===== src/rtl/core/mfs_pkg.sv =====
// ----------------------------------------------------------------------------
// mfs_pkg
// Shared widths, constants and controller/datapath handshake types.
// ----------------------------------------------------------------------------
`default_nettype none

package mfs_pkg;

	// Field widths
	localparam int CH_W       = 3;
	localparam int SAMPLE_W   = 16;
	localparam int COEF_W     = 16;
	localparam int FRAC_BITS  = 15;

	// Coefficient register file
	localparam int NUM_COEFS  = 6;
	localparam int COEF_IDX_W = $clog2(NUM_COEFS);
	localparam int CFG_IDX_W  = 3;
	localparam int CFG_DATA_W = COEF_W;

	// Register index of the last coefficient; register i holds coef_i
	localparam logic [CFG_IDX_W-1:0] REG_COEF_LAST = CFG_IDX_W'(NUM_COEFS - 1);

	// Arithmetic widths: full product, and the sum of all weighted taps
	localparam int PROD_W = SAMPLE_W + COEF_W;
	localparam int ACC_W  = PROD_W + $clog2(NUM_COEFS) + 1;

	// Default geometry
	localparam int DEF_TAPS     = 6;
	localparam int DEF_CHANNELS = 6;

	// Controller to datapath commands
	typedef struct packed {
		logic start;   // word accepted: latch, write history, clear accumulator
		logic issue;   // read one tap and advance the tap counter
		logic fin;     // load the result into the output register
	} mfs_cmd_t;

	// Datapath to controller status
	typedef struct packed {
		logic ch_ok;     // incoming channel is in range
		logic last_tap;  // current tap is the oldest one
		logic out_free;  // output register can take a new word
	} mfs_sts_t;

endpackage

`default_nettype wire


===== src/rtl/core/mfs_in_if.sv =====
// ----------------------------------------------------------------------------
// mfs_in_if
// Sample channel: valid/ready handshake with channel number and sample.
// ----------------------------------------------------------------------------
`default_nettype none

interface mfs_in_if import mfs_pkg::*; ();
	logic                       valid;
	logic                       ready;
	logic [CH_W-1:0]            channel;
	logic signed [SAMPLE_W-1:0] sample;

	modport source (output valid, output channel, output sample, input ready);
	modport sink   (input valid, input channel, input sample, output ready);
endinterface

`default_nettype wire


===== src/rtl/core/mfs_out_if.sv =====
// ----------------------------------------------------------------------------
// mfs_out_if
// Result channel: valid/ready handshake with echoed channel and filtered value.
// ----------------------------------------------------------------------------
`default_nettype none

interface mfs_out_if import mfs_pkg::*; ();
	logic                       valid;
	logic                       ready;
	logic [CH_W-1:0]            out_channel;
	logic signed [SAMPLE_W-1:0] filtered;

	modport source (output valid, output out_channel, output filtered, input ready);
	modport sink   (input valid, input out_channel, input filtered, output ready);
endinterface

`default_nettype wire


===== src/rtl/core/multichannel_fir_smoother.sv =====
// ----------------------------------------------------------------------------
// multichannel_fir_smoother
// FIR smoother over TAPS samples for up to CHANNELS axes with shared weights.
// Input word (din): channel and signed sample; output word (dout): the echoed
// channel and the filtered value, one output word per input word, in order.
// Weights coef_0..coef_5 are written through cfg_we/cfg_index/cfg_data; the
// user must write them only while the block is idle, which the block itself
// does not enforce. coef_i weights the i-th newest sample of the channel.
// After an accept the single shared MAC walks the taps one per cycle through
// the single-port read of the history memory, the multiply pipe drains and
// the result goes to the output register before the next word is taken. A
// word with an out-of-range channel leaves the history alone and returns
// zero. Reset clears the weights, write positions and fill counts; history
// entries not yet written since reset get zero weight. A stalled receiver
// holds the word in the output register while the next input is filtered.
// ----------------------------------------------------------------------------
`default_nettype none

module multichannel_fir_smoother import mfs_pkg::*; #(
	parameter int TAPS     = DEF_TAPS,
	parameter int CHANNELS = DEF_CHANNELS
) (
	input  wire logic                  clk,
	input  wire logic                  arst_n,
	mfs_in_if.sink                     din,
	mfs_out_if.source                  dout,
	input  wire logic                  cfg_we,
	input  wire logic [CFG_IDX_W-1:0]  cfg_index,
	input  wire logic [CFG_DATA_W-1:0] cfg_data
);

	mfs_cmd_t cmd;
	mfs_sts_t sts;

	mfs_ctrl u_ctrl (
		.clk      (clk),
		.arst_n   (arst_n),
		.in_valid (din.valid),
		.in_ready (din.ready),
		.cmd      (cmd),
		.sts      (sts)
	);

	mfs_datapath #(
		.TAPS     (TAPS),
		.CHANNELS (CHANNELS)
	) u_datapath (
		.clk         (clk),
		.arst_n      (arst_n),
		.cmd         (cmd),
		.sts         (sts),
		.channel     (din.channel),
		.sample      (din.sample),
		.cfg_we      (cfg_we),
		.cfg_index   (cfg_index),
		.cfg_data    (cfg_data),
		.out_ready   (dout.ready),
		.out_valid   (dout.valid),
		.out_channel (dout.out_channel),
		.filtered    (dout.filtered)
	);

endmodule

`default_nettype wire


===== src/rtl/core/mfs_ctrl.sv =====
// ----------------------------------------------------------------------------
// mfs_ctrl
// Sequencer: accepts one word, steps the datapath through the taps,
// drains the multiply pipeline and hands the result to the output register.
// ----------------------------------------------------------------------------
`default_nettype none

module mfs_ctrl import mfs_pkg::*; (
	input  wire logic     clk,
	input  wire logic     arst_n,
	input  wire logic     in_valid,
	output logic          in_ready,
	output mfs_cmd_t      cmd,
	input  wire mfs_sts_t sts
);

	typedef enum logic [4:0] {
		S_IDLE   = 5'b00001,
		S_MAC    = 5'b00010,
		S_DRAIN1 = 5'b00100,
		S_DRAIN2 = 5'b01000,
		S_FIN    = 5'b10000
	} state_t;

	state_t state_q;
	state_t state_d;

	// Next state and commands
	always_comb begin
		state_d  = state_q;
		cmd      = '0;
		in_ready = 1'b0;
		unique case (state_q)
			S_IDLE: begin
				in_ready = 1'b1;
				if (in_valid) begin
					cmd.start = 1'b1;
					// out-of-range channel skips the taps, result stays zero
					state_d = sts.ch_ok ? S_MAC : S_FIN;
				end
			end
			S_MAC: begin
				cmd.issue = 1'b1;
				if (sts.last_tap) begin
					state_d = S_DRAIN1;
				end
			end
			S_DRAIN1: begin
				state_d = S_DRAIN2;
			end
			S_DRAIN2: begin
				state_d = S_FIN;
			end
			S_FIN: begin
				if (sts.out_free) begin
					cmd.fin = 1'b1;
					state_d = S_IDLE;
				end
			end
			default: begin
				state_d = S_IDLE;
			end
		endcase
	end

	// State register
	always_ff @(posedge clk or negedge arst_n) begin
		if (!arst_n) begin
			state_q <= S_IDLE;
		end else begin
			state_q <= state_d;
		end
	end

endmodule

`default_nettype wire


===== src/rtl/core/mfs_datapath.sv =====
// ----------------------------------------------------------------------------
// mfs_datapath
// History memory, per-channel pointers, coefficient registers, one shared
// multiply-accumulate with a two-stage pipe, saturation and output register.
// ----------------------------------------------------------------------------
`default_nettype none

module mfs_datapath import mfs_pkg::*; #(
	parameter int TAPS     = DEF_TAPS,
	parameter int CHANNELS = DEF_CHANNELS
) (
	input  wire logic                       clk,
	input  wire logic                       arst_n,
	input  wire mfs_cmd_t                   cmd,
	output mfs_sts_t                        sts,
	input  wire logic [CH_W-1:0]            channel,
	input  wire logic signed [SAMPLE_W-1:0] sample,
	input  wire logic                       cfg_we,
	input  wire logic [CFG_IDX_W-1:0]       cfg_index,
	input  wire logic [CFG_DATA_W-1:0]      cfg_data,
	input  wire logic                       out_ready,
	output logic                            out_valid,
	output logic [CH_W-1:0]                 out_channel,
	output logic signed [SAMPLE_W-1:0]      filtered
);

	localparam int TP_W     = $clog2(TAPS);
	localparam int FILL_W   = $clog2(TAPS + 1);
	localparam int CH_IDX_W = (CHANNELS > 1) ? $clog2(CHANNELS) : 1;
	localparam int DEPTH    = CHANNELS * TAPS;
	localparam int ADDR_W   = $clog2(DEPTH);

	localparam logic signed [ACC_W-1:0] SAT_MAX = ACC_W'(2 ** (SAMPLE_W - 1) - 1);
	localparam logic signed [ACC_W-1:0] SAT_MIN = -SAT_MAX - ACC_W'(1);

	// Storage
	logic signed [SAMPLE_W-1:0] hist_mem [DEPTH];
	logic [TP_W-1:0]            pos_q    [CHANNELS];
	logic [FILL_W-1:0]          fill_q   [CHANNELS];
	logic signed [COEF_W-1:0]   coef_q   [NUM_COEFS];

	// Per-word working registers
	logic [CH_W-1:0]   ch_q;
	logic [ADDR_W-1:0] base_q;
	logic [TP_W-1:0]   rd_q;
	logic [TP_W-1:0]   tap_q;
	logic [FILL_W-1:0] fill_cur_q;

	// MAC pipe
	logic signed [SAMPLE_W-1:0] rdata_s1;
	logic [TP_W-1:0]            tap_s1;
	logic                       vld_s1;
	logic signed [PROD_W-1:0]   prod_s2;
	logic                       vld_s2;
	logic signed [ACC_W-1:0]    acc_q;

	// Output register
	logic                       out_valid_q;
	logic [CH_W-1:0]            out_ch_q;
	logic signed [SAMPLE_W-1:0] out_filt_q;

	logic                       ch_ok;
	logic [CH_IDX_W-1:0]        ch_idx;
	logic [TP_W-1:0]            pos_cur;
	logic [TP_W-1:0]            pos_next;
	logic [FILL_W-1:0]          fill_next;
	logic [ADDR_W-1:0]          base_d;
	logic [ADDR_W-1:0]          wr_addr;
	logic [ADDR_W-1:0]          rd_addr;
	logic                       tap_live;
	logic signed [COEF_W-1:0]   weight;
	logic signed [ACC_W-1:0]    acc_shr;
	logic signed [SAMPLE_W-1:0] sat_val;

	// Channel decode and pointer updates
	assign ch_ok     = 32'(channel) < CHANNELS;
	assign ch_idx    = ch_ok ? CH_IDX_W'(channel) : '0;
	assign pos_cur   = pos_q[ch_idx];
	assign pos_next  = (pos_cur == TP_W'(TAPS - 1)) ? '0 : pos_cur + 1'b1;
	assign fill_next = (fill_q[ch_idx] == FILL_W'(TAPS)) ? fill_q[ch_idx]
		: fill_q[ch_idx] + 1'b1;
	assign base_d    = ADDR_W'(ch_idx) * ADDR_W'(TAPS);
	assign wr_addr   = base_d + ADDR_W'(pos_cur);
	assign rd_addr   = base_q + ADDR_W'(rd_q);

	assign sts.ch_ok    = ch_ok;
	assign sts.last_tap = (tap_q == TP_W'(TAPS - 1));
	assign sts.out_free = !out_valid_q || out_ready;

	// Pointer and fill state per channel
	always_ff @(posedge clk or negedge arst_n) begin
		if (!arst_n) begin
			for (int i = 0; i < CHANNELS; i++) begin
				pos_q[i]  <= '0;
				fill_q[i] <= '0;
			end
		end else if (cmd.start && ch_ok) begin
			pos_q[ch_idx]  <= pos_next;
			fill_q[ch_idx] <= fill_next;
		end
	end

	// Coefficient registers
	always_ff @(posedge clk or negedge arst_n) begin
		if (!arst_n) begin
			for (int i = 0; i < NUM_COEFS; i++) begin
				coef_q[i] <= '0;
			end
		end else if (cfg_we && (cfg_index <= REG_COEF_LAST)) begin
			coef_q[COEF_IDX_W'(cfg_index)] <= COEF_W'(cfg_data);
		end
	end

	// History memory: one write on accept, one registered read per tap
	always_ff @(posedge clk) begin
		if (cmd.start && ch_ok) begin
			hist_mem[wr_addr] <= sample;
		end
		if (cmd.issue) begin
			rdata_s1 <= hist_mem[rd_addr];
		end
	end

	// Word latch and tap walk, newest sample first
	always_ff @(posedge clk) begin
		if (cmd.start) begin
			ch_q       <= channel;
			base_q     <= base_d;
			rd_q       <= pos_cur;
			tap_q      <= '0;
			fill_cur_q <= fill_next;
		end else if (cmd.issue) begin
			rd_q   <= (rd_q == '0) ? TP_W'(TAPS - 1) : rd_q - 1'b1;
			tap_q  <= tap_q + 1'b1;
			tap_s1 <= tap_q;
		end
	end

	// A tap counts only if it has a coefficient and has been written
	assign tap_live = (32'(tap_s1) < NUM_COEFS) && (FILL_W'(tap_s1) < fill_cur_q);
	assign weight   = tap_live ? coef_q[COEF_IDX_W'(tap_s1)] : '0;

	// Multiply stage
	always_ff @(posedge clk) begin
		prod_s2 <= weight * rdata_s1;
	end

	// Pipe valids
	always_ff @(posedge clk or negedge arst_n) begin
		if (!arst_n) begin
			vld_s1 <= 1'b0;
			vld_s2 <= 1'b0;
		end else begin
			vld_s1 <= cmd.issue;
			vld_s2 <= vld_s1;
		end
	end

	// Accumulate
	always_ff @(posedge clk) begin
		if (cmd.start) begin
			acc_q <= '0;
		end else if (vld_s2) begin
			acc_q <= acc_q + ACC_W'(prod_s2);
		end
	end

	// Scale back by the fraction bits (floor) and saturate
	assign acc_shr = acc_q >>> FRAC_BITS;
	always_comb begin
		priority if (acc_shr > SAT_MAX) begin
			sat_val = SAMPLE_W'(SAT_MAX);
		end else if (acc_shr < SAT_MIN) begin
			sat_val = SAMPLE_W'(SAT_MIN);
		end else begin
			sat_val = SAMPLE_W'(acc_shr);
		end
	end

	// Output register
	always_ff @(posedge clk or negedge arst_n) begin
		if (!arst_n) begin
			out_valid_q <= 1'b0;
		end else if (cmd.fin) begin
			out_valid_q <= 1'b1;
		end else if (out_ready) begin
			out_valid_q <= 1'b0;
		end
	end

	always_ff @(posedge clk) begin
		if (cmd.fin) begin
			out_ch_q   <= ch_q;
			out_filt_q <= sat_val;
		end
	end

	assign out_valid   = out_valid_q;
	assign out_channel = out_ch_q;
	assign filtered    = out_filt_q;

endmodule

`default_nettype wire


===== src/flat_wrapper.sv =====
// flat-port wrapper written by rule: the top's interface ports become plain ports
module multichannel_fir_smoother_flat import mfs_pkg::*;
#(
	parameter int TAPS     = DEF_TAPS,
	parameter int CHANNELS = DEF_CHANNELS
)
  (clk, arst_n, cfg_we, cfg_index, cfg_data, din_valid, din_channel, din_sample, din_ready, dout_valid, dout_out_channel, dout_filtered, dout_ready);
  mfs_in_if din_i ();
  mfs_out_if dout_i ();
  input  wire logic clk;
  input  wire logic arst_n;
  input  wire logic cfg_we;
  input  wire logic [CFG_IDX_W-1:0] cfg_index;
  input  wire logic [CFG_DATA_W-1:0] cfg_data;
  input wire logic [$bits(din_i.valid)-1:0] din_valid;
  input wire logic [$bits(din_i.channel)-1:0] din_channel;
  input wire logic [$bits(din_i.sample)-1:0] din_sample;
  output wire logic [$bits(din_i.ready)-1:0] din_ready;
  output wire logic [$bits(dout_i.valid)-1:0] dout_valid;
  output wire logic [$bits(dout_i.out_channel)-1:0] dout_out_channel;
  output wire logic [$bits(dout_i.filtered)-1:0] dout_filtered;
  input wire logic [$bits(dout_i.ready)-1:0] dout_ready;
  assign din_i.valid = din_valid;
  assign din_i.channel = din_channel;
  assign din_i.sample = din_sample;
  assign din_ready = din_i.ready;
  assign dout_valid = dout_i.valid;
  assign dout_out_channel = dout_i.out_channel;
  assign dout_filtered = dout_i.filtered;
  assign dout_i.ready = dout_ready;
  multichannel_fir_smoother #(.TAPS(TAPS), .CHANNELS(CHANNELS)) u_core (.clk(clk), .arst_n(arst_n), .din(din_i), .dout(dout_i), .cfg_we(cfg_we), .cfg_index(cfg_index), .cfg_data(cfg_data));
endmodule

===== config.mk =====
export PLATFORM = sky130hd
export DESIGN_NAME = multichannel_fir_smoother_flat
export DESIGN_NICKNAME = d
export VERILOG_FILES = /design/src/rtl/core/mfs_pkg.sv /design/src/rtl/core/mfs_in_if.sv /design/src/rtl/core/mfs_out_if.sv /design/src/rtl/core/multichannel_fir_smoother.sv /design/src/rtl/core/mfs_ctrl.sv /design/src/rtl/core/mfs_datapath.sv /design/src/flat_wrapper.sv
export SDC_FILE = /design/constraint.sdc
export NUM_CORES = 2
export LEC_CHECK = 0
export BUFFER_PORTS_ARGS = -buffer_cell sky130_fd_sc_hd__buf_2
export CAP_MARGIN = 5
export CORE_MARGIN = 3
export CORE_UTILIZATION = 50
export CTS_CLUSTER_DIAMETER = 30
export DETAILED_ROUTE_END_ITERATION = 7
export PLACE_DENSITY = 0.64
export SKIP_CTS_REPAIR_TIMING = 1
export SLEW_MARGIN = 0
export SYNTH_ARGS = -nofsm -noshare
export SYNTH_HDL_FRONTEND = slang
export SYNTH_HIERARCHICAL = 1
export SYNTH_SLANG_ARGS = --single-unit

===== constraint.sdc =====
create_clock -name clk -period 9.2 [get_ports clk]
set_clock_uncertainty 0.1 [all_clocks]
set_input_delay 0.92 -clock clk [delete_from_list [all_inputs] [get_ports clk]]
set_output_delay 0.92 -clock clk [all_outputs]
set_load 0.005 [all_outputs]

# ---- Word level (Yosys, flattened, before mapping)
# Memory sizes are Yosys's and may differ from the RTL's. A register that Yosys moved wholly into a read port is not among the register bits.
# Index checks and enable logic that the tools add are counted.
dict set report totals {
  output_inout_bits 21
  latchBits 0
  memories 1
  regBits 247
  romBits 0
  mem_bits_rw 576
  inputBits 43
  wordCells 119
}
# memory words word_bits rd rd_ports_with_merged_regs write_ports line
set memory_table {}
lappend memory_table {u_core.u_datapath.hist_mem 36 16 1 1 1 mfs_datapath.sv:37} ;# logic signed [SAMPLE_W-1:0] hist_mem [DEPTH];
dict set report classes {
  order_cmp 11
  n_reduce_logical 12
  mul 2
  n_eq_ne 11
  n_mux 39
  add_sub_neg 7
  shifts 0
  bitwise 4
  div 0
}
# op n
set ops {}
lappend ops {{bitwise mux 96 bit} 1}
lappend ops {{2-to-1 mux 16 bit} 5}
lappend ops {{binary-select mux 16 bit (select 3 bit)} 1}
lappend ops {{demux 16 bit (select 3 bit)} 1}
lappend ops {{adder 36 x 32 -> 36 bit} 1}
lappend ops {{bitwise mux 18 bit} 2}
lappend ops {{2-to-1 mux 3 bit} 11}
lappend ops {{multiplier 16 x 16 -> 32 bit} 1}
lappend ops {{one-hot mux 5 bit (5 select lines)} 1}
lappend ops {{> comparator 21 x 16 -> 1 bit, second input constant} 1}
lappend ops {{less-than comparator 21 x 16 -> 1 bit, second input constant} 1}
lappend ops {{2-to-1 mux 5 bit} 4}
lappend ops {{binary-select mux 3 bit (select 3 bit)} 2}
lappend ops {{adder 6 x 3 -> 6 bit} 2}
lappend ops {{>= comparator 4 bit, second input constant} 3}
lappend ops {{inverter 3 -> 4 bit} 3}
lappend ops {{2-to-1 mux 1 bit} 10}
lappend ops {{adder 3 x 1 -> 3 bit, second input constant} 3}
lappend ops {{demux 3 bit (select 3 bit)} 1}
lappend ops {{equality test 3 bit, second input constant} 3}
lappend ops {{less-than comparator 4 x 1 -> 1 bit, second input constant} 2}
lappend ops {{less-than comparator 3 bit, second input constant} 2}
lappend ops {{equality test 5 x 1 -> 1 bit, second input constant} 1}
lappend ops {{equality test 5 x 2 -> 1 bit, second input constant} 1}
lappend ops {{other kinds (17)} 23}

# ---- Depth between registers and ports, before layout
dict set report depth {
  depth_word 9
  mapped_depth 30
  depth_no_buf 28
}

# ---- By module
# The synthesis kept the hierarchy.
# module cells_each area_per_inst_um2 seq_area_each_um2 instances
set modules_own_cells {}
lappend modules_own_cells {mfs_datapath 3000 43820.8 23657.7 1}
lappend modules_own_cells {mfs_ctrl 29 290.3 126.4 1}

# ---- Least setup slack after synthesis
# No wires, ideal clock.
dict set report synth_timing {
  kind {register -> register}
  start {register u_core.u_datapath.tap_s1[0]}
  end {register u_core.u_datapath.prod_s2[30]}
  setup_time_ps 72
  required_ps 9028
  n_path_buf 3
  path_slack_ps 2081
  path_stages_with_launch 28
  period_less_slack_ps 7119
  arrival_time_ps 6947
  path_cell_list {edfxtp_1 buf_2 buf_2 mux4_2 a22oi_1 nor2_1 clkbuf_1 and2_1 fa_1 inv_1 fa_1 inv_1 fa_1 fa_1 fa_1 inv_1 fa_1 inv_1 ha_1 a21o_1 a21o_1 a21oi_1 o21ai_0 a221oi_1 o211ai_1 a31o_2 a21oi_1 xnor2_1}
}
dict set report synth_via {
  elab_chain_len 6
  elab_cells_between_ends 9
  classes_between {mul: 1; order compare: 2; mux: 4; bitwise: 1; reduce/logical: 1}
}
# item line
set synth_rtl {}
lappend synth_rtl {{start, declared} mfs_datapath.sv:51} ;# logic [TP_W-1:0] tap_s1;
lappend synth_rtl {{start signal, assigned} mfs_datapath.sv:135} ;# tap_s1 <= tap_q;
lappend synth_rtl {{inverter 3 -> 4 bit (implied by the code)} mfs_datapath.sv:141} ;# assign weight = tap_live ? coef_q[COEF_IDX_W'(tap_s1)] : '0;
lappend synth_rtl {{binary-select mux 16 bit (select 3 bit)} mfs_datapath.sv:141}
lappend synth_rtl {{2-to-1 mux 16 bit (implied by the code) (2 in series)} mfs_datapath.sv:141}
lappend synth_rtl {{2-to-1 mux 16 bit (*)} mfs_datapath.sv:141}
lappend synth_rtl {{multiplier 16 x 16 -> 32 bit (*)} mfs_datapath.sv:145} ;# prod_s2 <= weight * rdata_s1;
lappend synth_rtl {{end signal, assigned} mfs_datapath.sv:145}
lappend synth_rtl {{end, declared} mfs_datapath.sv:53} ;# logic signed [PROD_W-1:0] prod_s2;
# Mark *: on every way between the ends. The rest lies on a longest branch, timed or not. The select of a mux whose other input is x is not followed.
# A chain may end at the register's enable or synchronous reset.

# ---- Final worst setup path
dict set report layout_timing {
  start {register u_core.u_datapath.tap_s1[0]}
  end {register u_core.u_datapath.prod_s2[29]}
}
# The elaborated chain is that of the path after synthesis.

==> metrics.cfg <==
[synthesis]
syn_inst = 3029
synth.distinct_cells = 71
yosysWarnings = 6
synth_top_area_share_pct = 42.8
yosys_most_used_dff = edfxtp_1
yosysMostFrequentCell = edfxtp_1
synth_commonest_cells = edfxtp_1, inv_1, fa_1
netlist_area_um2 = 44100
synth_top_area_cell = edfxtp_1
avgSynthCellArea_um2 = 14.6
synth.area.top_cells = edfxtp_1, fa_1, mux4_2, dfrtp_1, ha_1
synthArstFlopShare_pct = 16.7
syn_nets = 3472
synth_seq_cells = 839
synth_edf_count = 628
ys_seq_area_share_pct = 53.9

[clock_tree]
root_buffer = clkbuf_16
cts_sinks = 839
numCtsBuffers = 164
cts_tree = done
htree_levels = 4
clockBufferDepth = 3
path_clk_slew_ns = 0.05
clock_latency_ns = 0.75

[die]
start_util_pct = 50.6
die_w_um = 303
core-area_um2 = 87200
die-area_um2 = 91800
io_pins = 64
fp.dieH_um = 303
rows = 108

[route]
ant_nets = 0
drt-total-wl_um = 100000
drtIter0Drc = 1771
vias = 25423
wl_per_cell_um = 22.3
detail_route.first_pass.iterations = 5
remaining_drc_errors = 0
vias_per_cell = 5.65

[finish]
final_cell_count_no_fill = 4497
finalNetCount = 3646
syn2layout_area_growth_pct = 17.2
fillers = 6635
drive_gt1_share_pct = 22.3

[place]
dpl_worst_slack_ns = 0.735
dp_hpwl_um = 64200
place_congestion = 0.838
placed_cells = 4191
io_buffers = 63

[sta]
finalCritPeriodShare_pct = 89.9
rsz0062_at_grt = false
fmax_mhz = 121
tns_ns = 0
tightest_slew_ns = 1.24
final.setup.worst_slack_ns = 0.931
finalHoldViolations = 0
slew_headroom_pct = 16.8
slew_viol_final = 0
setup_viol = 0
period_needed_ns = 8.27

[global_route]
first_global_vias = 27699
grt_max_degree = 93
overflow = 0
grt_usage_pct = 22.8
grt_pass1_wl_um = 158000
antenna_found_initial = 3

[critical_path]
critPathRequiredTime_ns = 9.71
crit_fanout = 18
cp-end-kind = flip-flop
path_class = reg -> reg
start_kind = flip-flop
cp.arrival_ns = 8.78

[min_path]
hold_path_class = in -> async

[run]
max_cap_viol_count = 0

[run_status]
outcome = finished, final reports clean

[kinds of logic (layout without fill, tap and decap cells)]
logic type / Yosys count / after routing / share of synthesized area, %
flip-flops: 839 / 839 / 53.9
XOR/XNOR: 66 / 66 / 1.31
buffers and inverters: 451 / 762 / 3.92
other: 0 / 2 / 0
AND/OR/NAND/NOR: 618 / 618 / 6.74
multiplexers: 349 / 349 / 13.9
adder cells (fa/ha/maj): 400 / 400 / 15.9
AO/OA/AOI/OAI: 306 / 306 / 4.40
[cell usage in the layout, fill, tap and decap left out, types with 11 or more instances in the layout]
cell	count
a21o_1	36
mux4_2	198
ha_1	134
clkbuf_1	11
clkinv_1	17
buf_4	65
and2_1	143
clkinv_2	27
nor2b_1	11
dfxtp_1	71
inv_6	13
bufinv_16	16
xnor2_1	44
mux2i_1	39
o21bai_1	15
nand3_1	25
xor2_1	19
clkbuf_8	12
clkinvlp_4	13
fa_1	265
mux2_2	112
nor3_1	16
a21oi_1	88
buf_2	62
a211oi_1	12
clkbuf_16	165
edfxtp_1	628
nand2_1	198
dfrtp_1	139
inv_1	329
nor2_1	155
o21ai_0	75
a22oi_1	15
clkinv_4	15
nand2b_1	14
[layout make-up]
cell class | instances | area, um2 | share of cell area, %
diodes | 2 | 5.00 | 0.00968
clock buffers | 188 | 4340 | 8.39
clock inverters | 115 | 1330 | 2.58
inverters | 329 | 1230 | 2.39
multi-input cells | 1739 | 18700 | 36.2
flip-flops and latches | 839 | 23800 | 46.0
well taps | 1155 | 1450 | 2.80
repair buffers | 130 | 841 | 1.63
[stage by stage]
step	area, um2	util [%]	hold slack [ns]
after floorplan	44100	-	0.231
after global placement	46000	52.8	0.236
after detailed placement	46000	52.8	0.244
after CTS	51700	59.3	0.0746
after global routing	51700	59.3	0.110
final	51700	59.3	0.0886
[metal layers]
layer	GRT usage [%]	vias up	share of wire (%)
li1	-	11218	-
met1	27.7	13317	39
met4	8.82	0	3.1
met2	40.4	691	53
met3	4.10	197	4.7
met5	0	-	0
[registers in the layout, indices dropped and copies added, names as in the netlist, 5 cells and up]
register / flops
u_core/u_datapath/pos_q: 18
u_core/u_ctrl/state_q: 5
u_core/u_datapath/prod_s2: 32
u_core/u_datapath/base_q: 5
u_core/u_datapath/coef_q: 96
u_core/u_datapath/hist_mem: 576
u_core/u_datapath/filtered: 16
u_core/u_datapath/rdata_s1: 16
u_core/u_datapath/acc_q: 36
u_core/u_datapath/fill_q: 18
[final timing paths]
kind                                                        from                                       end  slack [ns]  cells after the start
min reg2reg                   u_core/u_datapath/vld_s1$_DFF_PN0_        u_core/u_datapath/vld_s2$_DFF_PN0_        0.25                      0
max reg2reg                u_core/u_datapath/tap_s1[0]$_DFFE_PP_     u_core/u_datapath/prod_s2[29]$_DFF_P_        0.93                     25
max in group asynchronous                                 arst_n    u_core/u_datapath/pos_q[8]$_DFFE_PN0P_        7.46                      2
min in group clk              u_core/u_datapath/vld_s1$_DFF_PN0_        u_core/u_datapath/vld_s2$_DFF_PN0_        0.25                      0
min                                                       arst_n  u_core/u_datapath/coef_q[86]$_DFFE_PN0P_        0.09                      1
max                        u_core/u_datapath/tap_s1[0]$_DFFE_PP_     u_core/u_datapath/prod_s2[29]$_DFF_P_        0.93                     25
[worst max-delay path: stages, from the launching register on]
cell and delay, ns:
edfxtp_1 0.88, buf_4 0.44, mux4_2 0.29, a22oi_1 0.09, nor2_1 0.88, and2_1 0.27, fa_1 0.43, inv_1 0.09
fa_1 0.41, fa_1 0.50, fa_1 0.55, inv_1 0.05, fa_1 0.47, inv_1 0.05, fa_1 0.54, inv_1 0.06
ha_1 0.32, nand2_1 0.08, o21ai_0 0.17, a21oi_1 0.09, a21oi_1 0.23, o21ai_0 0.19, a21oi_2 0.31, nand4_1 0.13
a21bo_2 0.23, a221oi_1 0.29
Power is left out: the tool's default activity adds up to more than one toggle a clock period on the data nets, which glitch-free logic cannot reach.
